`src/hw/rtl/qrgm_pkg.sv`:
```
// Shared types and constants for the quadrilateral grid mask block.
// Holds the fixed field widths, the scaling constants and the edge setup record.
// No dependencies.
package qrgm_pkg;

    // Grid and source geometry
    localparam int GRID_COLS     = 160;
    localparam int GRID_ROWS     = 90;
    localparam int SOURCE_WIDTH  = 704;
    localparam int SOURCE_HEIGHT = 576;

    // Field widths
    localparam int CORNER_W  = 10;
    localparam int ROW_W     = 7;
    localparam int COL_W     = 8;
    localparam int REG_IDX_W = 3;
    localparam int NUM_EDGES = 4;
    localparam int S_DATA_W  = 16;
    localparam int M_DATA_W  = 16;

    // Scale factors of the exact integer form
    localparam int VX_SCALE = 2 * GRID_COLS;
    localparam int VY_SCALE = 2 * GRID_ROWS;

    // Largest scaled coordinate over corners and cell centers
    localparam int VX_MAX  = (2 ** CORNER_W - 1) * VX_SCALE;
    localparam int VY_MAX  = (2 ** CORNER_W - 1) * VY_SCALE;
    localparam int CX_MAX  = SOURCE_WIDTH * (2 * (2 ** COL_W - 1) + 1);
    localparam int CY_MAX  = SOURCE_HEIGHT * (2 * (2 ** ROW_W - 1) + 1);
    localparam int X_MAX   = (VX_MAX > CX_MAX) ? VX_MAX : CX_MAX;
    localparam int Y_MAX   = (VY_MAX > CY_MAX) ? VY_MAX : CY_MAX;
    localparam int POS_MAX = (X_MAX > Y_MAX) ? X_MAX : Y_MAX;

    localparam int POS_W = $clog2(POS_MAX + 1);
    localparam int DIF_W = POS_W + 1;
    localparam int PRD_W = 2 * DIF_W;

    typedef logic [POS_W-1:0]        pos_t;
    typedef logic signed [DIF_W-1:0] dif_t;
    typedef logic signed [PRD_W-1:0] prd_t;

    // Configuration register indexes
    typedef enum logic [REG_IDX_W-1:0] {
        REG_A_X = 3'd0,
        REG_A_Y = 3'd1,
        REG_B_X = 3'd2,
        REG_B_Y = 3'd3,
        REG_C_X = 3'd4,
        REG_C_Y = 3'd5,
        REG_D_X = 3'd6,
        REG_D_Y = 3'd7
    } cfg_reg_e;

    // Per-edge setup derived from the corners: start point i, end point j
    typedef struct packed {
        pos_t xi;
        pos_t yi;
        pos_t yj;
        dif_t dx;   // xj - xi
        dif_t dy;   // yj - yi
        logic up;   // yj > yi
    } edge_cfg_t;

endpackage

```
`src/hw/rtl/qrgm_edge.sv`:
```
// One edge of the crossing test: offsets, cross products and the strict compare.
// Depends on qrgm_pkg; stage enables come from the top-level pipeline control.
module qrgm_edge (
    input  logic                aclk,
    input  logic                en2,
    input  logic                en3,
    input  qrgm_pkg::pos_t      cx,
    input  qrgm_pkg::pos_t      cy,
    input  qrgm_pkg::edge_cfg_t ecfg,
    output logic                hit
);
    import qrgm_pkg::*;

    dif_t a_reg;
    dif_t b_reg;
    logic cross2_reg;
    logic up2_reg;
    prd_t lhs_reg;
    prd_t rhs_reg;
    logic cross3_reg;
    logic up3_reg;

    // Stage 2: offsets from the edge start and the half-open straddle test on y
    always_ff @(posedge aclk) begin
        if (en2) begin
            a_reg      <= $signed({1'b0, cx}) - $signed({1'b0, ecfg.xi});
            b_reg      <= $signed({1'b0, cy}) - $signed({1'b0, ecfg.yi});
            cross2_reg <= (cy < ecfg.yi) ^ (cy < ecfg.yj);
            up2_reg    <= ecfg.up;
        end
    end

    // Stage 3: cross-multiply instead of dividing by the y span
    always_ff @(posedge aclk) begin
        if (en3) begin
            lhs_reg    <= PRD_W'(a_reg) * PRD_W'(ecfg.dy);
            rhs_reg    <= PRD_W'(ecfg.dx) * PRD_W'(b_reg);
            cross3_reg <= cross2_reg;
            up3_reg    <= up2_reg;
        end
    end

    // Compare direction follows the sign of the y span
    assign hit = cross3_reg && (up3_reg ? (lhs_reg < rhs_reg) : (lhs_reg > rhs_reg));

endmodule

```
`config.mk`:
```
export PLATFORM = sky130hd
export DESIGN_NAME = qrgm_edge
export DESIGN_NICKNAME = d
export VERILOG_FILES = /design/src/hw/rtl/qrgm_pkg.sv /design/src/hw/rtl/qrgm_edge.sv
export SDC_FILE = /design/constraint.sdc
export NUM_CORES = 2
export LEC_CHECK = 0
export BUFFER_PORTS_ARGS = -buffer_cell sky130_fd_sc_hd__buf_2
export CAP_MARGIN = 30
export CORE_AREA = 3 3 358 360
export DETAILED_ROUTE_END_ITERATION = 12
export DIE_AREA = 0 0 361 363
export GPL_TIMING_DRIVEN = 0
export SLEW_MARGIN = 20
export SYNTH_ARGS = -nofsm -noshare
export SYNTH_HDL_FRONTEND = slang
export SYNTH_SLANG_ARGS = --single-unit
```
`constraint.sdc`:
```
create_clock -name aclk -period 15.43 [get_ports aclk]
set_input_delay 4.629 -clock aclk [delete_from_list [all_inputs] [get_ports aclk]]
set_output_delay 4.629 -clock aclk [all_outputs]
set_load 0.01 [all_outputs]
```
-- Word-level counts from Yosys, hierarchy flattened
Index checks and enable logic that the tools add are counted.
- $add $sub $neg: 2
- $mul: 2
- div/mod/pow operators: 0
- magnitude comparators: 4
- equality and inequality tests: 0
- shifts and indexed selects: 0
- muxes and demuxes: 1
- bitwise gates (word level): 1
- reduce and logical (&&, ||, !) cells: 1
- operator list (operator ; count):
    $mul A20 B20 Y40 ; 2
    $gt A40 B40 Y1 ; 1
    $lt A40 B40 Y1 ; 1
    $sub A19 B19 Y20 ; 2
    $lt A19 B19 Y1 ; 2
    $logic_and A1 B1 Y1 ; 1
    $mux W1 ; 1
    $xor A1 B1 Y1 ; 1
- register bits: 124
- bits in latches: 0
- bits in writable memories: 0
- memory bits (read-only): 0
- bits of input ports: 139
- output and inout bits: 1
- logic and storage cells: 19
- memories: 0

-- Longest topological paths before layout
- word-level depth: 3
- mapped depth: 26
- mapped depth without buffers: 25

-- Least setup slack after synthesis
No wires, ideal clock.
- kind: input-to-reg
- start point: input ecfg[40] (netlist bit)
- end point: register rhs_reg[39] (data pin)
- setup time: 0.260 ns
- data arrival time: 11.236 ns
- required time: 15.170 ns
- setup slack: 3.935 ns
- stages: 25
- path buffers: 2
- cells stage by stage: clkbuf_1 > clkbuf_1 > nand2_1 > fa_1 > inv_1 > fa_1 > fa_1 > inv_1 > fa_1 > inv_1 > fa_1 > fa_1 > inv_1 > fa_1 > inv_1 > ha_1 > and3_1 > nand3_1 > or4_1 > o21ai_0 > a31oi_1 > a21oi_1 > a211o_1 > a21oi_1 > xnor2_1
- cells in the longest elaborated chain, start to end: 1
- ends and longest elaborated chain (element ; line ; RTL):
    start, declared ; qrgm_edge.sv:9 ; input qrgm_pkg::edge_cfg_t ecfg,
    $mul A20 B20 Y40 ; qrgm_edge.sv:37 ; rhs_reg <= PRD_W'(ecfg.dx) * PRD_W'(b_reg);
    end signal, assigned ; qrgm_edge.sv:37 ;
    end, declared ; qrgm_edge.sv:19 ; prd_t rhs_reg;
Every way passes these cells.
A chain may end at the register's enable or synchronous reset.

-- Worst setup path after layout
Same ends and word-level chain as after synthesis.

==> metrics.cfg <==
[final_layout]
final_common_cell=inv_1
final_cell_mix=inv_1 (989), fa_1 (842), and2_1 (430)
seq_area_sq_um=3720
area_delta_synth_final_pct=8.39
multiInputGateArea_sq_um=29300
drive_above_1_share_pct=3.58
n_fill_cell=12985
finalNetCount=5355

[synthesis]
yosysTopAreaCell=fa_1
synth_top_area_share_pct=45.1
synth.area.top_cells=fa_1 (45%), ha_1 (10%), edfxtp_1 (10%)
post_synth_mux_area_share_pct=0.0268
synth_top_family_by_area=adder cells
synth_edf_count=124
yosys.area_share.simple_pct=14.6
ys_async_sr_fraction_pct=0
ys_seq_area_share_pct=9.96
yosys_warnings=0
ys_ff_latch=124
syn_area_sq_um=37400
yosys.area_share.xor_xnor_pct=2.83
netlist_instances=3941
synth_ff_type=edfxtp_1
synth_cell_types=61
synth-compound-area-share_pct=5.49
postSynthAreaPerCell_sq_um=9.49
synthAdderAreaFrac_pct=55.5
syn_nets=5232

[worst_setup_path]
worstPathArrival_ns=12.75
endpoint_kind=flop
cp_max_fo=10
crit_family=adder cells
r2r_slack_ns=7.23
cp.depth=26
worst_r2r_path_depth=22
cpPeakStageDelay_ns=0.90
cp_common_cell=fa_1
cp_slowest_cell=fa_1
cp.required_ns=15.63
path_class=in2reg
critPathBufInv=8
cp-start-kind=input port

[clock_network]
root_buffer=clkbuf_16
clock_path_buffers=2
cts_setup_buffers=0
holdBufCountCts=0
cts.sinks=124
cts_buffers=17
post_cts_resized=0
path_clk_slew_ns=0.05
tritoncts=built
ctsHtreeMaxLevel=4
clk_latency_ns=0.47

[detailed_routing]
routed_wl_microns=97700
drtPass1Iterations=5
drtIter0Drc=1656
drc_errors=0
num_vias=26523
routedWlPerCell_microns=17.0
vias_per_cell=4.63
postRouteAntennaNets=0

[placed_design]
gp_congestion=0.883
dp_hpwl_microns=85300
portBuffers=101

[global_route]
grt_pass1_wl_microns=156000
grt-ovfl-total=0
track_usage_pct=15.4
antenna_found_initial=8
grt_start_max_net_pins=43
first_global_vias=28261

[timing]
worst_pin_slew_ns=0.932
fin_setup_tns_ns=0
min_period_ns=12.55
setup_violations=0
hold_viol_final=0
holdWs_ns=0.425
drv_slew=0
fmax_mhz=79.7
relSlewSlack_pct=37.5
finClkSkew_ns=0.0155
rsz0062_at_grt=no
period_share_pct=81.3

[job]
max_cap_viol_count=0

[min_path]
min_path_cells=0
hold_class=reg2reg

[floorplan]
rows=130
core-area_sq_um=125000
io_pins=140
die_x_microns=361
die_h_microns=363
dieArea_sq_um=131000
start_util_pct=29.8

[run_status]
status=finished, final reports clean

layout make-up:
type	count	area share, %
clock inverter	11	0.201
buffer	166	1.54
multi-input combinational	2662	72.4
antenna	6	0.0370
sequential	124	9.19
tap	1650	5.09
inverter	989	9.16
clock buffer	18	1.06
timing repair buffer	104	1.35
path summary, 6_finish.rpt:
| kind | startpoint | endpoint |
|---|---|---|
| setup / recovery | ecfg[40] | rhs_reg[39]$_DFFE_PP_ |
| hold reg to reg | up2_reg$_DFFE_PP_ | up3_reg$_DFFE_PP_ |
| hold / removal | up2_reg$_DFFE_PP_ | up3_reg$_DFFE_PP_ |
| setup reg to reg | b_reg[5]$_DFFE_PP_ | rhs_reg[39]$_DFFE_PP_ |
cell families after synthesis:
family,count (synthesis)
XOR/XNOR,121
AO/OA/AOI/OAI,310
adder cells (fa/ha/maj),1152
buffers and inverters,1155
flip-flops,124
AND/OR/NAND/NOR,1078
multiplexers,1
routing by layer:
| metal | GRT usage, % | part of all wire [%] |
|---|---|---|
| met2 | 25.7 | 48 |
| met1 | 20.3 | 42 |
| met5 | 0 | 0.013 |
| met4 | 4.16 | 2.7 |
| met3 | 3.25 | 7.4 |
cells in the mapped netlist, drive strengths merged (3+ instances only):
library cell,number
a211o,8
xor2,26
nand3b,4
a21boi,5
and3,13
nor2,100
inv,989
a31oi,10
nand4,18
nand2,390
o21ai,58
a211oi,13
o221ai,3
nor2b,23
a21o,54
o2111ai,4
ha,310
a2111oi,3
and4,3
a21oi,91
o21a,13
clkbuf,164
nand2b,25
or2,4
nand3,24
fa,842
o211ai,12
edfxtp,124
nor3,32
xnor2,95
or3,4
o21bai,13
and2,430
o31ai,3
metrics by stage:
stage / instance area [sq um] / worst slack, ns / utilization (%) / instances
4_1_cts: 40500 / 3.01 / 32.3 / 5723
3_5_place_dp: 40000 / 2.53 / 31.9 / 5694
5_1_grt: 40500 / 2.59 / 32.3 / 5726
3_3_place_gp: 40000 / 2.63 / 31.9 / 5692
2_1_floorplan: 37400 / 3.93 / - / 3941
6_report: 40500 / 2.88 / 32.3 / 5730
Power is not shown: default switching activity piles up to over one toggle a cycle in this logic, so the estimate is an artifact.
