==> src/hw/rtl/qrgm_pkg.sv <==
// Shared types and constants for the quadrilateral grid mask block.
// Holds the fixed field widths, the scaling constants and the edge setup record.
// No dependencies.
package qrgm_pkg;

    // Grid and source geometry
    localparam int GRID_COLS     = 160;
    localparam int GRID_ROWS     = 90;
    localparam int SOURCE_WIDTH  = 704;
    localparam int SOURCE_HEIGHT = 576;

    // Field widths
    localparam int CORNER_W  = 10;
    localparam int ROW_W     = 7;
    localparam int COL_W     = 8;
    localparam int REG_IDX_W = 3;
    localparam int NUM_EDGES = 4;
    localparam int S_DATA_W  = 16;
    localparam int M_DATA_W  = 16;

    // Scale factors of the exact integer form
    localparam int VX_SCALE = 2 * GRID_COLS;
    localparam int VY_SCALE = 2 * GRID_ROWS;

    // Largest scaled coordinate over corners and cell centers
    localparam int VX_MAX  = (2 ** CORNER_W - 1) * VX_SCALE;
    localparam int VY_MAX  = (2 ** CORNER_W - 1) * VY_SCALE;
    localparam int CX_MAX  = SOURCE_WIDTH * (2 * (2 ** COL_W - 1) + 1);
    localparam int CY_MAX  = SOURCE_HEIGHT * (2 * (2 ** ROW_W - 1) + 1);
    localparam int X_MAX   = (VX_MAX > CX_MAX) ? VX_MAX : CX_MAX;
    localparam int Y_MAX   = (VY_MAX > CY_MAX) ? VY_MAX : CY_MAX;
    localparam int POS_MAX = (X_MAX > Y_MAX) ? X_MAX : Y_MAX;

    localparam int POS_W = $clog2(POS_MAX + 1);
    localparam int DIF_W = POS_W + 1;
    localparam int PRD_W = 2 * DIF_W;

    typedef logic [POS_W-1:0]        pos_t;
    typedef logic signed [DIF_W-1:0] dif_t;
    typedef logic signed [PRD_W-1:0] prd_t;

    // Configuration register indexes
    typedef enum logic [REG_IDX_W-1:0] {
        REG_A_X = 3'd0,
        REG_A_Y = 3'd1,
        REG_B_X = 3'd2,
        REG_B_Y = 3'd3,
        REG_C_X = 3'd4,
        REG_C_Y = 3'd5,
        REG_D_X = 3'd6,
        REG_D_Y = 3'd7
    } cfg_reg_e;

    // Per-edge setup derived from the corners: start point i, end point j
    typedef struct packed {
        pos_t xi;
        pos_t yi;
        pos_t yj;
        dif_t dx;   // xj - xi
        dif_t dy;   // yj - yi
        logic up;   // yj > yi
    } edge_cfg_t;

endpackage

==> src/hw/rtl/qrgm_cfg.sv <==
// Corner registers and the per-edge setup derived from them.
// Depends on qrgm_pkg.
module qrgm_cfg (
    input  logic                                   aclk,
    input  logic                                   aresetn,
    input  logic                                   cfg_valid,
    output logic                                   cfg_ready,
    input  logic [qrgm_pkg::REG_IDX_W-1:0]         cfg_index,
    input  logic [qrgm_pkg::CORNER_W-1:0]          cfg_data,
    output qrgm_pkg::edge_cfg_t [qrgm_pkg::NUM_EDGES-1:0] edge_cfg
);
    import qrgm_pkg::*;

    logic [CORNER_W-1:0] corner_x_reg [NUM_EDGES];
    logic [CORNER_W-1:0] corner_y_reg [NUM_EDGES];
    pos_t                vx [NUM_EDGES];
    pos_t                vy [NUM_EDGES];
    edge_cfg_t [NUM_EDGES-1:0] edge_next;
    edge_cfg_t [NUM_EDGES-1:0] edge_reg;

    assign cfg_ready = 1'b1;

    // Store a corner coordinate on each transfer
    always_ff @(posedge aclk) begin
        if (!aresetn) begin
            for (int k = 0; k < NUM_EDGES; k++) begin
                corner_x_reg[k] <= '0;
                corner_y_reg[k] <= '0;
            end
        end else if (cfg_valid && cfg_ready) begin
            unique case (cfg_reg_e'(cfg_index))
                REG_A_X: corner_x_reg[0] <= cfg_data;
                REG_A_Y: corner_y_reg[0] <= cfg_data;
                REG_B_X: corner_x_reg[1] <= cfg_data;
                REG_B_Y: corner_y_reg[1] <= cfg_data;
                REG_C_X: corner_x_reg[2] <= cfg_data;
                REG_C_Y: corner_y_reg[2] <= cfg_data;
                REG_D_X: corner_x_reg[3] <= cfg_data;
                REG_D_Y: corner_y_reg[3] <= cfg_data;
                default: ;
            endcase
        end
    end

    // Scale corners into the common integer frame
    always_comb begin
        for (int k = 0; k < NUM_EDGES; k++) begin
            vx[k] = POS_W'(corner_x_reg[k]) * POS_W'(VX_SCALE);
            vy[k] = POS_W'(corner_y_reg[k]) * POS_W'(VY_SCALE);
        end
    end

    // Edge k runs from corner k to the previous corner (a-d, b-a, c-b, d-c)
    always_comb begin
        for (int k = 0; k < NUM_EDGES; k++) begin
            edge_next[k].xi = vx[k];
            edge_next[k].yi = vy[k];
            edge_next[k].yj = vy[(k + NUM_EDGES - 1) % NUM_EDGES];
            edge_next[k].dx = $signed({1'b0, vx[(k + NUM_EDGES - 1) % NUM_EDGES]})
                              - $signed({1'b0, vx[k]});
            edge_next[k].dy = $signed({1'b0, vy[(k + NUM_EDGES - 1) % NUM_EDGES]})
                              - $signed({1'b0, vy[k]});
            edge_next[k].up = vy[(k + NUM_EDGES - 1) % NUM_EDGES] > vy[k];
        end
    end

    always_ff @(posedge aclk) begin
        if (!aresetn) begin
            edge_reg <= '0;
        end else begin
            edge_reg <= edge_next;
        end
    end

    assign edge_cfg = edge_reg;

endmodule

==> config.mk <==
export PLATFORM = sky130hd
export DESIGN_NAME = qrgm_cfg
export DESIGN_NICKNAME = d
export VERILOG_FILES = /design/src/hw/rtl/qrgm_pkg.sv /design/src/hw/rtl/qrgm_cfg.sv
export SDC_FILE = /design/constraint.sdc
export NUM_CORES = 1
export LEC_CHECK = 0
export BUFFER_PORTS_ARGS = -buffer_cell sky130_fd_sc_hd__buf_2
export CAP_MARGIN = 40
export CELL_PAD_IN_SITES_DETAIL_PLACEMENT = 1
export CELL_PAD_IN_SITES_GLOBAL_PLACEMENT = 2
export CORE_MARGIN = 3
export CORE_UTILIZATION = 30
export DETAILED_ROUTE_END_ITERATION = 10
export PLACE_DENSITY_LB_ADDON = 0.1
export SYNTH_ARGS = -nofsm -noshare
export SYNTH_HDL_FRONTEND = slang
export SYNTH_SLANG_ARGS = --single-unit
==> constraint.sdc <==
create_clock -name aclk -period 8.7 [get_ports aclk]
set_input_delay 0.435 -clock aclk [delete_from_list [all_inputs] [get_ports aclk]]
set_output_delay 0.435 -clock aclk [all_outputs]
set_load 0.1 [all_outputs]
; ---- After elaboration in Yosys (flattened, before gate mapping)
; Memories as Yosys holds them, arrays and structs flattened.
; Index checks and enable logic that the tools add are counted.
[op_classes]
n_reduce_logical = 1
bitwise = 8
mul = 8
eq_ne = 7
add_sub_neg = 8
n_lt_le_gt_ge = 4
muxes = 41
[op_table]
columns = cell, n
row1 = 10-bit two-way mux, 8
row2 = 19-bit by 19-bit subtractor with 20-bit output, 4
row3 = 18-bit by 18-bit subtractor with 19-bit output, 4
row4 = 18-bit > comparator, 4
row5 = 10-bit by 6-bit multiplier with 16-bit output (second input constant), 4
row6 = 10-bit by 3-bit multiplier with 13-bit output (second input constant), 4
row7 = 1-bit two-way mux, 33
row8 = 3-bit equality test (second input constant), 4
row9 = 1-bit bitwise OR, 8
row10 = 3-bit by 2-bit equality test with 1-bit output (second input constant), 2
row11 = 3-bit by 1-bit equality test with 1-bit output (second input constant), 1
row12 = 3-bit zero test, 1
[totals]
wordCells = 111
mem_count = 2
mem_bits_rw = 80
register_bits = 328
[memory_table]
columns = name, words, width, rd, rd_clocked_by_memory_dff, write_ports, line_no
row1 = corner_x_reg, 4, 10, 4, 0, 4, qrgm_cfg.sv:14  ; logic [CORNER_W-1:0] corner_x_reg [NUM_EDGES];
row2 = corner_y_reg, 4, 10, 4, 0, 4, qrgm_cfg.sv:15  ; logic [CORNER_W-1:0] corner_y_reg [NUM_EDGES];

; ---- Logic depth before layout (Yosys ltp)
[depth]
depth_word = 6
ltp_mapped = 23
ltp_nobuf = 23

; ---- Worst setup path after synthesis
; Ideal clock, no wire load.
[synth_timing]
path_kind = register to register
startpoint = memory corner_y_reg[3][1]
endpoint = register edge_reg, in the netlist edge_cfg[0]
arrival_ps = 4684
path_buffers = 0
path_slack_ps = 3900
path_stages_with_launch = 22
cell_sequence = edfxtp_1 > ha_1 > xor2_1 > ha_1 > inv_1 > fa_1 > inv_1 > ha_1 > nor2b_1 > o21ai_0 > a21boi_0 > o21ai_0 > a21boi_0 > o21a_1 > o211a_1 > a211o_1 > ha_1 > nand4_1 > or4_1 > nor3_1 > nand2_1 > o211a_1
[synth_rtl]
columns = element, line_no
row1 = from (decl), qrgm_cfg.sv:15
row2 = to (signal assigned), qrgm_cfg.sv:71  ; edge_reg <= edge_next;
row3 = to (decl), qrgm_cfg.sv:19  ; edge_cfg_t [NUM_EDGES-1:0] edge_reg;

==> results.json <==
{
  "result_of_the_run": "complete, no violations",
  "grt_max_degree": 79,
  "pin_count": 409,
  "via_count": 16900,
  "critical_path.slowest_cell": "sky130_fd_sc_hd__edfxtp_1",
  "wirelength_um": 72300,
  "synthesis.instances": 2342,
  "detailedRoute.firstIterationViolations": 672,
  "worst_path_dominant_cell_family": "adder cells",
  "place_congestion": 0.849,
  "flow.area_growth_from_synthesis_pct": 16.3,
  "first_global_vias": 17700,
  "reg2reg_from": "corner_y_reg[0][1]$_SDFFCE_PN0P_",
  "min-delay-start": "cfg_data[1]",
  "layoutNonFillerInstCount": 3603,
  "hp-class": "primary input to flop",
  "synth_top_family_by_area": "adder cells",
  "critPathKind": "flop to flop",
  "synth_largest_area_cell": "sky130_fd_sc_hd__dfxtp_1",
  "start_util_pct": 30.5,
  "worstMarginPinSlew_ns": 0.864,
  "critical_path.endpoint_type": "flop",
  "setup_slack_of_the_worst_register_to_register_path_ns": 2.69,
  "drc_errors": 0,
  "grt_overflow": 0,
  "syn-cell-area_mm2": 0.0216,
  "chipWidth_um": 274,
  "synth.lib_cells_used.distinct": 90,
  "nets": 2995,
  "placement.io_buffers": 327,
  "timing_hold_violations_final": 0,
  "fin_crit_ns": 6.01,
  "r2r_end": "edge_cfg[0]$_SDFF_PN0_",
  "yosysWarnings": 0,
  "antenna_found_initial": 11,
  "cts_setup_buffers": 0,
  "fmax_mhz": 166,
  "track_usage_pct": 19.0,
  "finalMaxSlewViolations": 0,
  "largest_register_ffs": 244,
  "synthXorXnorAreaFrac_pct": 4.76,
  "clkTransAtPathRegs_ns": 0.06,
  "critPathMaxStageDelay_ns": 0.56,
  "netlist_top_cells_area": "sky130_fd_sc_hd__dfxtp_1, sky130_fd_sc_hd__ha_1, sky130_fd_sc_hd__edfxtp_1",
  "accumulated_negative_setup_slack_ns": 0,
  "hold_depth": 2,
  "rows": 97,
  "postLayoutCellArea_mm2": 0.0251,
  "timing.hold.ws_ns": 0.353,
  "grt_first_pass_wirelength_um": 109000,
  "clock_tree.root_cell": "sky130_fd_sc_hd__clkbuf_16",
  "slew_headroom_pct": 42.4,
  "ctsHoldBuffers": 0,
  "main_synth_ff_type": "sky130_fd_sc_hd__dfxtp_1",
  "drive_above_1_share_pct": 17.0,
  "fp.dieH_um": 274,
  "critical_path_buf_inv_count": 3,
  "compound_cell_area_share_of_the_yosys_netlist_pct": 12.1,
  "core_area_mm2": 0.0706,
  "ctsHtreeMaxLevel": 2,
  "insertion_delay_ns": 0.57,
  "critical-path-top-cell-by-count": "sky130_fd_sc_hd__ha_1",
  "dieArea_mm2": 0.0751,
  "start_kind": "flop",
  "maximum_capacitance_violations": 0,
  "seq_area_frac_synth_pct": 33.8,
  "clock_sinks": 324,
  "rsz0062_at_grt": "no",
  "numPlacedInstances": 3525,
  "cts_tree": "done",
  "iteration_count_of_the_initial_detailed_routing_pass": 5,
  "synth_top_cell_area_share_pct": 22.6,
  "routedWlPerCell_um": 20.1,
  "cts_repair_resize_count": 0,
  "drt-vias-per-instance": 4.69,
  "timing.reg2reg.worst_path_depth": 21,
  "synth_seq_cells": 324,
  "crit_arrival_ns": 6.46,
  "skew_ns": 0.0186,
  "dp.final_hpwl_um": 60000,
  "worstPathCellList": "ha_1 -> xor2_1 -> ha_1 -> inv_1 -> fa_1 -> inv_1 -> ha_1 -> nand3_1 -> o2111ai_1 -> a31o_2 -> a21oi_1 -> o21ai_0 -> a21oi_1 -> xnor2_1 -> inv_1 -> ha_1 -> nand2_1 -> or4_1 -> nor3_1 -> nand2_1 -> o211a_1",
  "synth-async-reset-ratio_pct": 0,
  "postPlaceCellArea_mm2": 0.0236,
  "clock_path_buffers": 3,
  "syn-mean-instance-area_um2": 9.21,
  "post_synth_and_or_nand_nor_area_fraction_pct": 14.9,
  "hold_path_end": "corner_x_reg[3][1]$_SDFFCE_PN0P_",
  "drt.antenna.violating_nets": 0,
  "setup_violations": 0,
  "worstPathRequired_ns": 9.15,
  "min_period_over_period_pct": 69.1,
  "synth.area.mux_share_pct": 0.464,
  "synth-edff-count": 80,
  "cp_max_fo": 5,
  "synth_adder_area_share_pct": 22.5,
  "tritoncts.num_buffers": 41
}
[cells in the mapped netlist, types with 7 or more instances]
cell type	count
sky130_fd_sc_hd__or3_1	7
sky130_fd_sc_hd__and2_1	98
sky130_fd_sc_hd__nor3b_1	19
sky130_fd_sc_hd__nor2_1	250
sky130_fd_sc_hd__nor3_1	79
sky130_fd_sc_hd__a211o_1	8
sky130_fd_sc_hd__and3_1	9
sky130_fd_sc_hd__nor2b_1	39
sky130_fd_sc_hd__nand3_1	15
sky130_fd_sc_hd__xnor2_1	74
sky130_fd_sc_hd__o21a_1	26
sky130_fd_sc_hd__ha_1	295
sky130_fd_sc_hd__o21ai_0	80
sky130_fd_sc_hd__xor2_1	35
sky130_fd_sc_hd__a21oi_1	91
sky130_fd_sc_hd__nand2_1	59
sky130_fd_sc_hd__o21ai_1	8
sky130_fd_sc_hd__dfxtp_1	244
sky130_fd_sc_hd__nand4_1	11
sky130_fd_sc_hd__a31oi_1	7
sky130_fd_sc_hd__edfxtp_1	80
sky130_fd_sc_hd__a21boi_0	23
sky130_fd_sc_hd__mux2i_1	10
sky130_fd_sc_hd__a211oi_1	20
sky130_fd_sc_hd__nand2b_1	34
sky130_fd_sc_hd__or2_2	7
sky130_fd_sc_hd__inv_1	323
sky130_fd_sc_hd__a21o_1	24
sky130_fd_sc_hd__o21bai_1	17
sky130_fd_sc_hd__buf_4	150
sky130_fd_sc_hd__clkbuf_1	30
sky130_fd_sc_hd__fa_1	56
sky130_fd_sc_hd__o31ai_1	8
[metrics by stage]
stage,setup slack (ns),utilization [%]
global placement,2.75,33.3
detailed placement,2.69,33.4
global route,2.37,35.5
finish,2.69,35.5
CTS,2.64,35.5
floorplan,3.90,-
[final cells by class]
type / instances / area, um2
Fill cell: 8306 / 45600
Inverter: 324 / 1220
Clock inverter: 18 / 239
Antenna cell: 2 / 5.00
Multi-Input combinational cell: 1590 / 12100
Tap cell: 940 / 1180
Clock buffer: 58 / 1270
Timing Repair Buffer: 347 / 1780
Sequential cell: 324 / 7290
[routing by layer]
layer	part of all wire (%)	track usage (%)
met2	45	31.0
met1	49	27.2
met3	4.1	2.18
met4	1.4	3.38
met5	0	0
[worst max path at each step]
stage / startpoint / end / slack (ns) / depth (start not counted)
global placement: corner_y_reg[2][1]$_SDFFCE_PN0P_ / edge_cfg[312]$_SDFF_PN0_ / 2.75 / 21
CTS: corner_y_reg[0][1]$_SDFFCE_PN0P_ / edge_cfg[0]$_SDFF_PN0_ / 2.64 / 21
finish: corner_y_reg[0][1]$_SDFFCE_PN0P_ / edge_cfg[0]$_SDFF_PN0_ / 2.69 / 21
detailed placement: corner_y_reg[0][1]$_SDFFCE_PN0P_ / edge_cfg[0]$_SDFF_PN0_ / 2.69 / 21
floorplan: corner_y_reg[3][1]$_SDFFCE_PN0P_ / edge_cfg[0]$_SDFF_PN0_ / 3.90 / 21
global route: corner_y_reg[0][1]$_SDFFCE_PN0P_ / edge_cfg[0]$_SDFF_PN0_ / 2.37 / 21
[logic make-up (layout without fill, tap and decap cells)]
logic type / after synthesis / after routing
muxes: 10 / 10
buffers and inverters: 507 / 747
DFF: 324 / 324
xor gates and xnor gates: 113 / 113
AOI/OAI and AO/OA: 384 / 384
and+or+nand+nor: 648 / 648
adders and majority gates: 354 / 354
other: 2 / 83
[placed cells by master, fill, tap and decap left out, types with 9 or more instances in the layout]
master / Yosys / routed
sky130_fd_sc_hd__mux2i_1: 10 / 10
sky130_fd_sc_hd__xor2_1: 35 / 35
sky130_fd_sc_hd__nor2_1: 250 / 250
sky130_fd_sc_hd__ha_1: 295 / 295
sky130_fd_sc_hd__o21ai_0: 80 / 80
sky130_fd_sc_hd__edfxtp_1: 80 / 80
sky130_fd_sc_hd__buf_4: 150 / 14
sky130_fd_sc_hd__a21boi_0: 23 / 23
sky130_fd_sc_hd__a21o_1: 24 / 24
sky130_fd_sc_hd__conb_1: 2 / 81
sky130_fd_sc_hd__xnor2_1: 74 / 74
sky130_fd_sc_hd__nand2b_1: 34 / 34
sky130_fd_sc_hd__nand2_1: 59 / 59
sky130_fd_sc_hd__buf_2: 1 / 332
sky130_fd_sc_hd__nand4_1: 11 / 11
sky130_fd_sc_hd__a21oi_1: 91 / 91
sky130_fd_sc_hd__and2_1: 98 / 98
sky130_fd_sc_hd__inv_1: 323 / 323
sky130_fd_sc_hd__dfxtp_1: 244 / 244
sky130_fd_sc_hd__nand3_1: 15 / 15
sky130_fd_sc_hd__a211oi_1: 20 / 20
sky130_fd_sc_hd__and3_1: 9 / 9
sky130_fd_sc_hd__fa_1: 56 / 56
sky130_fd_sc_hd__o21a_1: 26 / 26
sky130_fd_sc_hd__o21bai_1: 17 / 17
sky130_fd_sc_hd__clkbuf_16: 0 / 46
sky130_fd_sc_hd__nor3_1: 79 / 79
sky130_fd_sc_hd__nor3b_1: 19 / 19
sky130_fd_sc_hd__nor2b_1: 39 / 39
Power is left out: the tool's default activity adds up to more than one toggle a clock period on the data nets, which glitch-free logic cannot reach.
